### src/hdl/aabb_pkg.sv
`timescale 1ns / 1ps

package aabb_pkg;

  // default geometry of the fixed-point coordinates
  localparam int unsigned COORD_BITS_DEF = 32;
  localparam int unsigned FRAC_BITS_DEF  = 16;

  // headroom above the coordinate width for exact intermediate sums
  localparam int unsigned GUARD_BITS = 4;

  // configuration port
  localparam int unsigned GAP_W     = 16;
  localparam int unsigned CFG_IDX_W = 1;
  localparam int unsigned CFG_DATA_W = GAP_W;

  localparam logic [CFG_IDX_W-1:0] CFG_SPLIT_MODE = 1'b0;
  localparam logic [CFG_IDX_W-1:0] CFG_SEP_GAP    = 1'b1;

  // push direction codes as seen on push_axis
  typedef enum logic [1:0] {
    AXIS_NONE = 2'd0,
    AXIS_X    = 2'd1,
    AXIS_Y    = 2'd2
  } axis_e;

  // resolution decision handed from the decide logic to the correction stages
  typedef struct packed {
    axis_e axis;
    logic  neg;   // box one moves toward smaller coordinates
  } push_t;

endpackage

### src/hdl/aabb_decide.sv
`timescale 1ns / 1ps

module aabb_decide import aabb_pkg::*; #(
  parameter int unsigned COORD_BITS = COORD_BITS_DEF
) (
  input  logic                                   overlap_i,
  input  logic                                   x_before_i,
  input  logic                                   y_before_i,
  input  logic                                   left_i,
  input  logic                                   top_i,
  input  logic                                   split_mode_i,
  input  logic signed [COORD_BITS+GUARD_BITS-1:0] dx_i,
  input  logic signed [COORD_BITS+GUARD_BITS-1:0] dy_i,
  output push_t                                  push_o
);

  logic both_before;
  logic x_eff;
  logic y_eff;

  // in split mode a pair that overlapped on both axes is treated as a corner
  assign both_before = x_before_i & y_before_i;
  assign x_eff       = x_before_i & ~(both_before & split_mode_i);
  assign y_eff       = y_before_i & ~(both_before & split_mode_i);

  // pick the push axis and direction
  always_comb begin
    push_o.axis = AXIS_NONE;
    push_o.neg  = 1'b0;
    if (!overlap_i || (x_eff && y_eff)) begin
      push_o.axis = AXIS_NONE;
    end else if (x_eff) begin
      // came in along y
      push_o.axis = AXIS_Y;
      push_o.neg  = top_i;
    end else if (y_eff) begin
      // came in along x
      push_o.axis = AXIS_X;
      push_o.neg  = left_i;
    end else if (dx_i > dy_i) begin
      // corner, shallower along y
      push_o.axis = AXIS_Y;
      push_o.neg  = top_i;
    end else begin
      push_o.axis = AXIS_X;
      push_o.neg  = left_i;
    end
  end

endmodule

### src/hdl/aabb_swept_collision_resolve.sv
`timescale 1ns / 1ps

// Swept AABB collision resolver for box pairs in signed fixed point
// (COORD_BITS wide, FRAC_BITS fraction bits). A five-stage pipeline takes one
// pair per clock while the output side does not stall; each pair passes the
// stage registers one to five in order, the fifth being the output register.
// Stage one forms the penetration sums and the previous positions, stage two
// the per-axis overlap tests and depths, stage three the push decision, stage
// four the correction terms, and stage five the halving, the new coordinates
// and saturation into the output register. A stall on the output holds a full
// stage only when every stage after it is full too; the other stages keep
// moving. Configuration (split_mode at index 0, separation_gap at index 1)
// is read live by the pipeline and must only be written while no word is in
// flight.
module aabb_swept_collision_resolve import aabb_pkg::*; #(
  parameter int unsigned COORD_BITS = COORD_BITS_DEF,
  parameter int unsigned FRAC_BITS  = FRAC_BITS_DEF
) (
  input  logic                         clk_i,
  input  logic                         rst_ni,

  input  logic                         cfg_we_i,
  input  logic [CFG_IDX_W-1:0]         cfg_idx_i,
  input  logic [CFG_DATA_W-1:0]        cfg_data_i,

  input  logic                         in_valid_i,
  output logic                         in_stall_o,
  input  logic signed [COORD_BITS-1:0] first_x_i,
  input  logic signed [COORD_BITS-1:0] first_y_i,
  input  logic [COORD_BITS-2:0]        first_w_i,
  input  logic [COORD_BITS-2:0]        first_h_i,
  input  logic signed [COORD_BITS-1:0] first_vx_i,
  input  logic signed [COORD_BITS-1:0] first_vy_i,
  input  logic signed [COORD_BITS-1:0] second_x_i,
  input  logic signed [COORD_BITS-1:0] second_y_i,
  input  logic [COORD_BITS-2:0]        second_w_i,
  input  logic [COORD_BITS-2:0]        second_h_i,
  input  logic signed [COORD_BITS-1:0] second_vx_i,
  input  logic signed [COORD_BITS-1:0] second_vy_i,

  output logic                         out_valid_o,
  input  logic                         out_stall_i,
  output logic signed [COORD_BITS-1:0] new_first_x_o,
  output logic signed [COORD_BITS-1:0] new_first_y_o,
  output logic signed [COORD_BITS-1:0] new_second_x_o,
  output logic signed [COORD_BITS-1:0] new_second_y_o,
  output logic                         corrected_o,
  output logic [1:0]                   push_axis_o
);

  localparam int unsigned CB = COORD_BITS;
  localparam int unsigned CW = COORD_BITS + GUARD_BITS;
  localparam int unsigned GapRaw   = ((1 << FRAC_BITS) + 50) / 100;
  localparam int unsigned GapReset = (GapRaw > 65535) ? 65535 : GapRaw;
  localparam logic signed [CB-1:0] CoordMax = {1'b0, {(CB-1){1'b1}}};
  localparam logic signed [CB-1:0] CoordMin = {1'b1, {(CB-1){1'b0}}};

  // clamp an exact sum into the coordinate range
  function automatic logic signed [CB-1:0] sat(input logic signed [CW-1:0] v);
    logic signed [CB-1:0] r;
    if (v > CW'(CoordMax)) begin
      r = CoordMax;
    end else if (v < CW'(CoordMin)) begin
      r = CoordMin;
    end else begin
      r = v[CB-1:0];
    end
    return r;
  endfunction

  // configuration registers
  logic             split_mode_q;
  logic [GAP_W-1:0] sep_gap_q;

  always_ff @(posedge clk_i or negedge rst_ni) begin
    if (!rst_ni) begin
      split_mode_q <= 1'b0;
      sep_gap_q    <= GAP_W'(GapReset);
    end else if (cfg_we_i) begin
      case (cfg_idx_i)
        CFG_SPLIT_MODE: split_mode_q <= cfg_data_i[0];
        CFG_SEP_GAP:    sep_gap_q    <= cfg_data_i[GAP_W-1:0];
        default:        ;
      endcase
    end
  end

  logic signed [CW-1:0] gap;
  assign gap = CW'($signed({1'b0, sep_gap_q}));

  // stage valids and load enables
  logic v1_q, v2_q, v3_q, v4_q, v5_q;
  logic en1, en2, en3, en4, en5;

  assign en5 = !v5_q || !out_stall_i;
  assign en4 = !v4_q || en5;
  assign en3 = !v3_q || en4;
  assign en2 = !v2_q || en3;
  assign en1 = !v1_q || en2;
  assign in_stall_o = !en1;

  always_ff @(posedge clk_i or negedge rst_ni) begin
    if (!rst_ni) begin
      v1_q <= 1'b0;
      v2_q <= 1'b0;
      v3_q <= 1'b0;
      v4_q <= 1'b0;
      v5_q <= 1'b0;
    end else begin
      if (en1) v1_q <= in_valid_i;
      if (en2) v2_q <= v1_q;
      if (en3) v3_q <= v2_q;
      if (en4) v4_q <= v3_q;
      if (en5) v5_q <= v4_q;
    end
  end

  // stage 1: edge differences and previous positions
  logic signed [CW-1:0] x1e, y1e, w1e, h1e, x2e, y2e, w2e, h2e;
  logic signed [CW-1:0] dxl_d, dxr_d, dyl_d, dyr_d, ox1_d, oy1_d, ox2_d, oy2_d;

  assign x1e = CW'(first_x_i);
  assign y1e = CW'(first_y_i);
  assign w1e = CW'($signed({1'b0, first_w_i}));
  assign h1e = CW'($signed({1'b0, first_h_i}));
  assign x2e = CW'(second_x_i);
  assign y2e = CW'(second_y_i);
  assign w2e = CW'($signed({1'b0, second_w_i}));
  assign h2e = CW'($signed({1'b0, second_h_i}));

  assign dxl_d = x1e + w1e - x2e;
  assign dxr_d = x2e + w2e - x1e;
  assign dyl_d = y1e + h1e - y2e;
  assign dyr_d = y2e + h2e - y1e;
  assign ox1_d = x1e - CW'(first_vx_i);
  assign oy1_d = y1e - CW'(first_vy_i);
  assign ox2_d = x2e - CW'(second_vx_i);
  assign oy2_d = y2e - CW'(second_vy_i);

  logic signed [CW-1:0] s1_dxl_q, s1_dxr_q, s1_dyl_q, s1_dyr_q;
  logic signed [CW-1:0] s1_ox1_q, s1_oy1_q, s1_ox2_q, s1_oy2_q;
  logic signed [CB-1:0] s1_x1_q, s1_y1_q, s1_x2_q, s1_y2_q;
  logic [CB-2:0]        s1_w1_q, s1_h1_q, s1_w2_q, s1_h2_q;

  always_ff @(posedge clk_i) begin
    if (en1) begin
      s1_dxl_q <= dxl_d;
      s1_dxr_q <= dxr_d;
      s1_dyl_q <= dyl_d;
      s1_dyr_q <= dyr_d;
      s1_ox1_q <= ox1_d;
      s1_oy1_q <= oy1_d;
      s1_ox2_q <= ox2_d;
      s1_oy2_q <= oy2_d;
      s1_x1_q  <= first_x_i;
      s1_y1_q  <= first_y_i;
      s1_x2_q  <= second_x_i;
      s1_y2_q  <= second_y_i;
      s1_w1_q  <= first_w_i;
      s1_h1_q  <= first_h_i;
      s1_w2_q  <= second_w_i;
      s1_h2_q  <= second_h_i;
    end
  end

  // stage 2: overlap now, overlap before, corner depths
  logic signed [CW-1:0] s1_w1e, s1_h1e, s1_w2e, s1_h2e;
  logic ovl_d, xo_d, yo_d, left_d, top_d;
  logic signed [CW-1:0] dx_d, dy_d;

  assign s1_w1e = CW'($signed({1'b0, s1_w1_q}));
  assign s1_h1e = CW'($signed({1'b0, s1_h1_q}));
  assign s1_w2e = CW'($signed({1'b0, s1_w2_q}));
  assign s1_h2e = CW'($signed({1'b0, s1_h2_q}));

  assign ovl_d  = (s1_dxl_q > 0) && (s1_dxr_q > 0) && (s1_dyl_q > 0) && (s1_dyr_q > 0);
  assign xo_d   = (s1_ox1_q < s1_ox2_q + s1_w2e) && (s1_ox1_q + s1_w1e > s1_ox2_q);
  assign yo_d   = (s1_oy1_q < s1_oy2_q + s1_h2e) && (s1_oy1_q + s1_h1e > s1_oy2_q);
  assign left_d = s1_ox1_q < s1_ox2_q;
  assign top_d  = s1_oy1_q < s1_oy2_q;
  assign dx_d   = left_d ? s1_dxl_q : s1_dxr_q;
  assign dy_d   = top_d ? s1_dyl_q : s1_dyr_q;

  logic s2_ovl_q, s2_xo_q, s2_yo_q, s2_left_q, s2_top_q;
  logic signed [CW-1:0] s2_dx_q, s2_dy_q;
  logic signed [CB-1:0] s2_x1_q, s2_y1_q, s2_x2_q, s2_y2_q;
  logic [CB-2:0]        s2_w1_q, s2_h1_q, s2_w2_q, s2_h2_q;

  always_ff @(posedge clk_i) begin
    if (en2) begin
      s2_ovl_q  <= ovl_d;
      s2_xo_q   <= xo_d;
      s2_yo_q   <= yo_d;
      s2_left_q <= left_d;
      s2_top_q  <= top_d;
      s2_dx_q   <= dx_d;
      s2_dy_q   <= dy_d;
      s2_x1_q   <= s1_x1_q;
      s2_y1_q   <= s1_y1_q;
      s2_x2_q   <= s1_x2_q;
      s2_y2_q   <= s1_y2_q;
      s2_w1_q   <= s1_w1_q;
      s2_h1_q   <= s1_h1_q;
      s2_w2_q   <= s1_w2_q;
      s2_h2_q   <= s1_h2_q;
    end
  end

  // stage 3: push decision
  push_t push_d;

  aabb_decide #(
    .COORD_BITS (COORD_BITS)
  ) u_decide (
    .overlap_i    (s2_ovl_q),
    .x_before_i   (s2_xo_q),
    .y_before_i   (s2_yo_q),
    .left_i       (s2_left_q),
    .top_i        (s2_top_q),
    .split_mode_i (split_mode_q),
    .dx_i         (s2_dx_q),
    .dy_i         (s2_dy_q),
    .push_o       (push_d)
  );

  push_t                s3_push_q;
  logic signed [CB-1:0] s3_x1_q, s3_y1_q, s3_x2_q, s3_y2_q;
  logic [CB-2:0]        s3_w1_q, s3_h1_q, s3_w2_q, s3_h2_q;

  always_ff @(posedge clk_i) begin
    if (en3) begin
      s3_push_q <= push_d;
      s3_x1_q   <= s2_x1_q;
      s3_y1_q   <= s2_y1_q;
      s3_x2_q   <= s2_x2_q;
      s3_y2_q   <= s2_y2_q;
      s3_w1_q   <= s2_w1_q;
      s3_h1_q   <= s2_h1_q;
      s3_w2_q   <= s2_w2_q;
      s3_h2_q   <= s2_h2_q;
    end
  end

  // stage 4: correction terms along the chosen axis
  logic signed [CW-1:0] p1, s1, p2, s2;
  logic signed [CW-1:0] r1m0_d, dist_d;
  logic                 on_x;

  assign on_x = (s3_push_q.axis == AXIS_X);
  assign p1 = on_x ? CW'(s3_x1_q) : CW'(s3_y1_q);
  assign p2 = on_x ? CW'(s3_x2_q) : CW'(s3_y2_q);
  assign s1 = on_x ? CW'($signed({1'b0, s3_w1_q})) : CW'($signed({1'b0, s3_h1_q}));
  assign s2 = on_x ? CW'($signed({1'b0, s3_w2_q})) : CW'($signed({1'b0, s3_h2_q}));

  assign r1m0_d = s3_push_q.neg ? (p2 - s1 - gap) : (p2 + s2 + gap);
  assign dist_d = s3_push_q.neg ? (p1 + s1 - p2 + gap) : (p2 + s2 - p1 + gap);

  push_t                s4_push_q;
  logic signed [CW-1:0] s4_r1m0_q, s4_dist_q, s4_p1_q, s4_p2_q;
  logic signed [CB-1:0] s4_x1_q, s4_y1_q, s4_x2_q, s4_y2_q;

  always_ff @(posedge clk_i) begin
    if (en4) begin
      s4_push_q <= s3_push_q;
      s4_r1m0_q <= r1m0_d;
      s4_dist_q <= dist_d;
      s4_p1_q   <= p1;
      s4_p2_q   <= p2;
      s4_x1_q   <= s3_x1_q;
      s4_y1_q   <= s3_y1_q;
      s4_x2_q   <= s3_x2_q;
      s4_y2_q   <= s3_y2_q;
    end
  end

  // stage 5: halving, new coordinates, saturation
  logic signed [CW-1:0] half, r1, r2;
  logic signed [CW-1:0] nx1, ny1, nx2, ny2;

  assign half = s4_dist_q >>> 1;

  always_comb begin
    if (split_mode_q) begin
      r1 = s4_push_q.neg ? (s4_p1_q - half) : (s4_p1_q + half);
      r2 = s4_push_q.neg ? (s4_p2_q + half) : (s4_p2_q - half);
    end else begin
      r1 = s4_r1m0_q;
      r2 = s4_p2_q;
    end
    nx1 = CW'(s4_x1_q);
    ny1 = CW'(s4_y1_q);
    nx2 = CW'(s4_x2_q);
    ny2 = CW'(s4_y2_q);
    case (s4_push_q.axis)
      AXIS_X: begin
        nx1 = r1;
        nx2 = r2;
      end
      AXIS_Y: begin
        ny1 = r1;
        ny2 = r2;
      end
      default: ;
    endcase
  end

  logic signed [CB-1:0] out_x1_q, out_y1_q, out_x2_q, out_y2_q;
  axis_e                out_axis_q;

  always_ff @(posedge clk_i) begin
    if (en5) begin
      out_x1_q   <= sat(nx1);
      out_y1_q   <= sat(ny1);
      out_x2_q   <= sat(nx2);
      out_y2_q   <= sat(ny2);
      out_axis_q <= s4_push_q.axis;
    end
  end

  assign out_valid_o    = v5_q;
  assign new_first_x_o  = out_x1_q;
  assign new_first_y_o  = out_y1_q;
  assign new_second_x_o = out_x2_q;
  assign new_second_y_o = out_y2_q;
  assign corrected_o    = (out_axis_q != AXIS_NONE);
  assign push_axis_o    = out_axis_q;

  // input is held off only while the first stage is full
  a_stall_full: assert property (@(posedge clk_i) disable iff (!rst_ni)
    in_stall_o |-> v1_q)
    else $error("input stalled with an empty first stage");

  // a pair left unresolved leaves the output register with its first x and second y positions untouched
  a_pass_through: assert property (@(posedge clk_i) disable iff (!rst_ni)
    (v4_q && en5 && s4_push_q.axis == AXIS_NONE) |=>
      (new_first_x_o == $past(s4_x1_q) && new_second_y_o == $past(s4_y2_q)))
    else $error("unresolved pair changed its coordinates");

  // a word that cannot leave stays in the output stage
  a_out_hold: assert property (@(posedge clk_i) disable iff (!rst_ni)
    (v5_q && out_stall_i) |=> (v5_q && $stable(out_axis_q) && $stable(out_x1_q)))
    else $error("output stage lost a stalled word");

endmodule
### config.mk
export PLATFORM = sky130hd
export DESIGN_NAME = aabb_swept_collision_resolve
export DESIGN_NICKNAME = d
export VERILOG_FILES = /design/src/hdl/aabb_pkg.sv /design/src/hdl/aabb_decide.sv /design/src/hdl/aabb_swept_collision_resolve.sv
export SDC_FILE = /design/constraint.sdc
export NUM_CORES = 2
export LEC_CHECK = 0
export ABC_AREA = 1
export ABC_CLOCK_PERIOD_IN_PS = 31800
export BUFFER_PORTS_ARGS = -buffer_cell sky130_fd_sc_hd__buf_2
export CAP_MARGIN = 10
export CORE_MARGIN = 2
export CORE_UTILIZATION = 25
export CTS_BUF_LIST = sky130_fd_sc_hd__clkbuf_4 sky130_fd_sc_hd__clkbuf_8
export DETAILED_ROUTE_END_ITERATION = 10
export GPL_TIMING_DRIVEN = 0
export PLACE_DENSITY_LB_ADDON = 0.08
export SKIP_LAST_GASP = 1
export SYNTH_ARGS = -nofsm -noshare
export SYNTH_HDL_FRONTEND = slang
export SYNTH_SLANG_ARGS = --single-unit
### constraint.sdc
create_clock -name clk_i -period 31.8 [get_ports clk_i]
set_clock_uncertainty 0.15 [all_clocks]
set_input_delay 1.59 -clock clk_i [delete_from_list [all_inputs] [get_ports clk_i]]
set_output_delay 1.59 -clock clk_i [all_outputs]
set_load 0.005 [all_outputs]
==> impl_metrics.py <==
metrics = {
    "detailed_routing": {
        "drc": 0,
        "ant_nets": 1,
        "routed_wl_microns": 542000,
        "drtIter0Drc": 7812,
        "firstDrtPassIters": 6,
        "wl_per_cell_microns": 30.4,
        "vias": 85449,
        "vias_per_cell": 4.79,
    },
    "placed_design": {
        "dpl_cell_area_sq_um": 112000,
        "dpl.hpwl_microns": 470000,
        "dpl_worst_slack_ns": 22.57,
        "placed_cells": 17227,
        "gp_congestion": 0.981,
        "port_buffers": 534,
    },
    "pwr": {
        "peakVddDrop_uv": 73.3,
        "p_int_mw": 6.84,
        "p_switching_mw": 8.27,
        "p_clk_frac": 0.135,
        "p_seq_frac": 0.226,
        "share_comb_of_total_power": 0.639,
        "p_leak_nw": 53.6,
        "sw_frac_of_total": 0.547,
        "powerDensity_nw_per_um2": 128,
    },
    "clock_tree": {
        "cts.path.max_buffers": 4,
        "clockRootBuffer": "clkbuf_8",
        "clk_latency_ns": 1.09,
        "cts_resized": 0,
        "clock_sinks": 1518,
        "cts_hold_buf": 0,
        "htree_num_levels": 5,
        "post_cts_buffers": 0,
        "cts_made_buffers": 306,
        "clk_pin_slew_ns": 0.06,
        "cts_tree": "built",
    },
    "floorplan": {
        "dieHeight_microns": 641,
        "fp.dieW_microns": 641,
        "io_pins": 535,
        "core-area_sq_um": 403000,
        "die-area_sq_um": 411000,
        "initial_core_util": 0.251,
        "rows": 233,
    },
    "logic_synthesis": {
        "synth_fa_ha_area_frac": 0.154,
        "ys_types": 66,
        "syn_avg_cell_area_sq_um": 9.03,
        "yosysWarnings": 0,
        "yosys.area_share.simple": 0.165,
        "synth-async-reset-ratio": 0.0145,
        "ys_ff_latch": 1518,
        "synth-seq-area-share": 0.449,
        "synth_area_sq_um": 101000,
        "synthXorXnorAreaFrac": 0.0414,
        "syn-num-nets": 12752,
        "syn_inst": 11228,
        "synth-edff-count": 1496,
        "synth_ff_type": "edfxtp_1",
        "synthMuxAreaShare": 0.00521,
        "synth_top_family_by_area": "simple AND/OR/NAND/NOR gates",
        "synth_compound_area_frac": 0.109,
    },
    "sta": {
        "finalHoldViolations": 0,
        "rsz0062_at_grt": "false",
        "max_freq_ghz": 0.106,
        "fin_crit_sh": 0.298,
        "layout_setup_ws_ns": 22.34,
        "setup_viol": 0,
        "slew_headroom": 0.00943,
        "finalMaxSlewViolations": 0,
        "whs_ns": 0.215,
        "tightest_slew_ns": 1.47,
        "post-route-min-period_ns": 9.46,
    },
    "setup_path": {
        "r2r-start": "s3_push_q[2]",
        "timing.reg2reg.setup_slack_ns": 22.34,
        "cp_max_fo": 10,
        "worst-r2r-cell-count": 27,
        "reg2reg_to": "s4_dist_q[28]",
        "worstPathArrival_ns": 10.06,
        "start_kind": "register",
        "path_class": "reg2reg",
        "cp.required_ns": 32.40,
        "end_kind": "register",
    },
    "finish": {
        "final_common_cell": "nand2_1",
        "final_cell_mix": "nand2_1 (2475), inv_1 (1881), edfxtp_1 (1496), a21oi_1 (919), ha_1 (907)",
        "post-route-util": 0.293,
        "seq_area_sq_um": 45500,
        "n_fill_cell": 43303,
        "fin_area_sq_um": 118000,
        "layoutNonFillerInstCount": 17839,
        "drive_above_1_share": 0.104,
        "multi_input_area_sq_um": 48200,
        "fin_nets": 13656,
        "area_growth_pct": 16.4,
    },
    "worst_hold_path": {
        "worstHoldEndpoint": "s2_x1_q[19]",
        "hold_class": "reg2reg",
        "min_delay_path_depth": 0,
        "min_from": "s1_x1_q[19]",
    },
    "global_route": {
        "grt_pass1_vias": 85275,
        "grt_overflow": 0,
        "grt_max_degree": 118,
        "grt_pass1_wl_microns": 718000,
        "grtUsageTotal": 0.258,
        "antenna_found_initial": 92,
    },
    "outcome": {
        "outcome": "complete, but fails checks",
        "violations": "antenna rules, capacitance limit",
    },
    "run": {
        "drv_cap": 1,
    },
}
-- power by group through the flow --
stage | Sequential (mW) | Clock (mW) | Combinational (mW)
after floorplan | 3.23 | 0 | 5.58
final | 3.42 | 2.04 | 9.65
after CTS | 3.43 | 2.11 | 9.58
after global placement | 3.55 | 0 | 9.48
after global routing | 3.45 | 2.18 | 10.5
after detailed placement | 3.47 | 0 | 9.53
-- flip-flops by register name, indices dropped and copies added (netlist names), 33 cells and up --
signal,count
s1_oy1_q,33
s1_dxl_q,34
s1_ox1_q,33
s1_dxr_q,34
s4_r1m0_q,36
s4_dist_q,35
s1_ox2_q,33
s2_dy_q,34
s1_dyr_q,34
s1_oy2_q,33
s2_dx_q,34
s1_dyl_q,34
-- worst max-delay path: stages (launching register included) --
cell,delay (ns)
edfxtp_1,0.45
inv_1,0.08
nand2_1,0.44
clkbuf_1,0.69
clkbuf_1,0.57
o21ai_0,1.28
inv_1,0.88
ha_1,0.66
nand2_1,0.13
nor2_1,0.16
inv_1,0.14
nor2_2,0.14
nand4_1,0.20
nand3_1,0.16
nand2_1,0.05
nand2_1,0.26
inv_1,0.22
ha_1,0.34
ha_1,0.44
nand2_1,0.18
nor4_1,0.65
nand3_1,0.17
nand3_1,0.19
nand2_1,0.07
nand2_1,0.08
a21oi_1,0.06
o21ai_0,0.13
nand2_1,0.15
-- stage by stage --
| step | setup TNS [ns] | power [mW] |
|---|---|---|
| floorplan | 0 | 8.81 |
| finish | 0 | 15.1 |
| CTS | 0 | 15.1 |
| global placement | -7538.17 | 13.0 |
| detailed placement | 0 | 13.0 |
| global route | 0 | 16.1 |
-- synthesized netlist by cell type (49+ instances only) --
master,n,share of area
nor2_1,700,0.026
nand3_1,386,0.019
o21ai_0,663,0.033
nand2_1,2476,0.092
xnor2_1,174,0.015
nand4_1,124,0.0077
o21bai_1,49,0.0036
nor4_1,90,0.0056
a21o_1,65,0.0048
inv_1,1885,0.070
a31oi_1,56,0.0035
o21a_1,49,0.0036
clkbuf_1,76,0.0028
edfxtp_1,1496,0.44
fa_1,215,0.042
o211ai_1,49,0.0036
nor3_1,105,0.0052
ha_1,907,0.11
xor2_1,305,0.026
a21oi_1,919,0.045
-- cell type report --
type / count / area share
Multi-Input combinational cell: 7678 / 0.408
Tap cell: 5405 / 0.0573
Antenna cell: 70 / 0.00148
Inverter: 1909 / 0.0610
Buffer: 123 / 0.00513
Timing Repair Buffer: 596 / 0.0312
Clock inverter: 145 / 0.00841
Sequential cell: 1518 / 0.386
Clock buffer: 395 / 0.0415
-- metal layers --
metal,part of all wire,GRT usage
met4,0.046,0.108
met3,0.044,0.0236
met5,0.00011,0
met1,0.45,0.347
met2,0.46,0.423
-- worst max-delay path by stage --
stage | from | end | slack [ns] | depth (start not counted)
floorplan | out_stall_i | s1_dxl_q[0] | 3.29 | 9
global placement | out_stall_i | s1_w2_q[30] | -13.01 | 10
detailed placement | s3_push_q[2] | s4_dist_q[28] | 22.57 | 27
CTS | s3_push_q[2] | s4_dist_q[28] | 22.51 | 27
global route | s3_push_q[2] | s4_dist_q[28] | 22.09 | 27
finish | s3_push_q[2] | s4_dist_q[28] | 22.34 | 27
-- cell families after synthesis --
group	Yosys count
DFF	1518
xor gates and xnor gates	479
adders and majority gates	1122
buffers and inverters	2032
muxes	47
and+or+nand+nor	4019
AOI/OAI and AO/OA	2011
(Power assumes the default switching activity.)
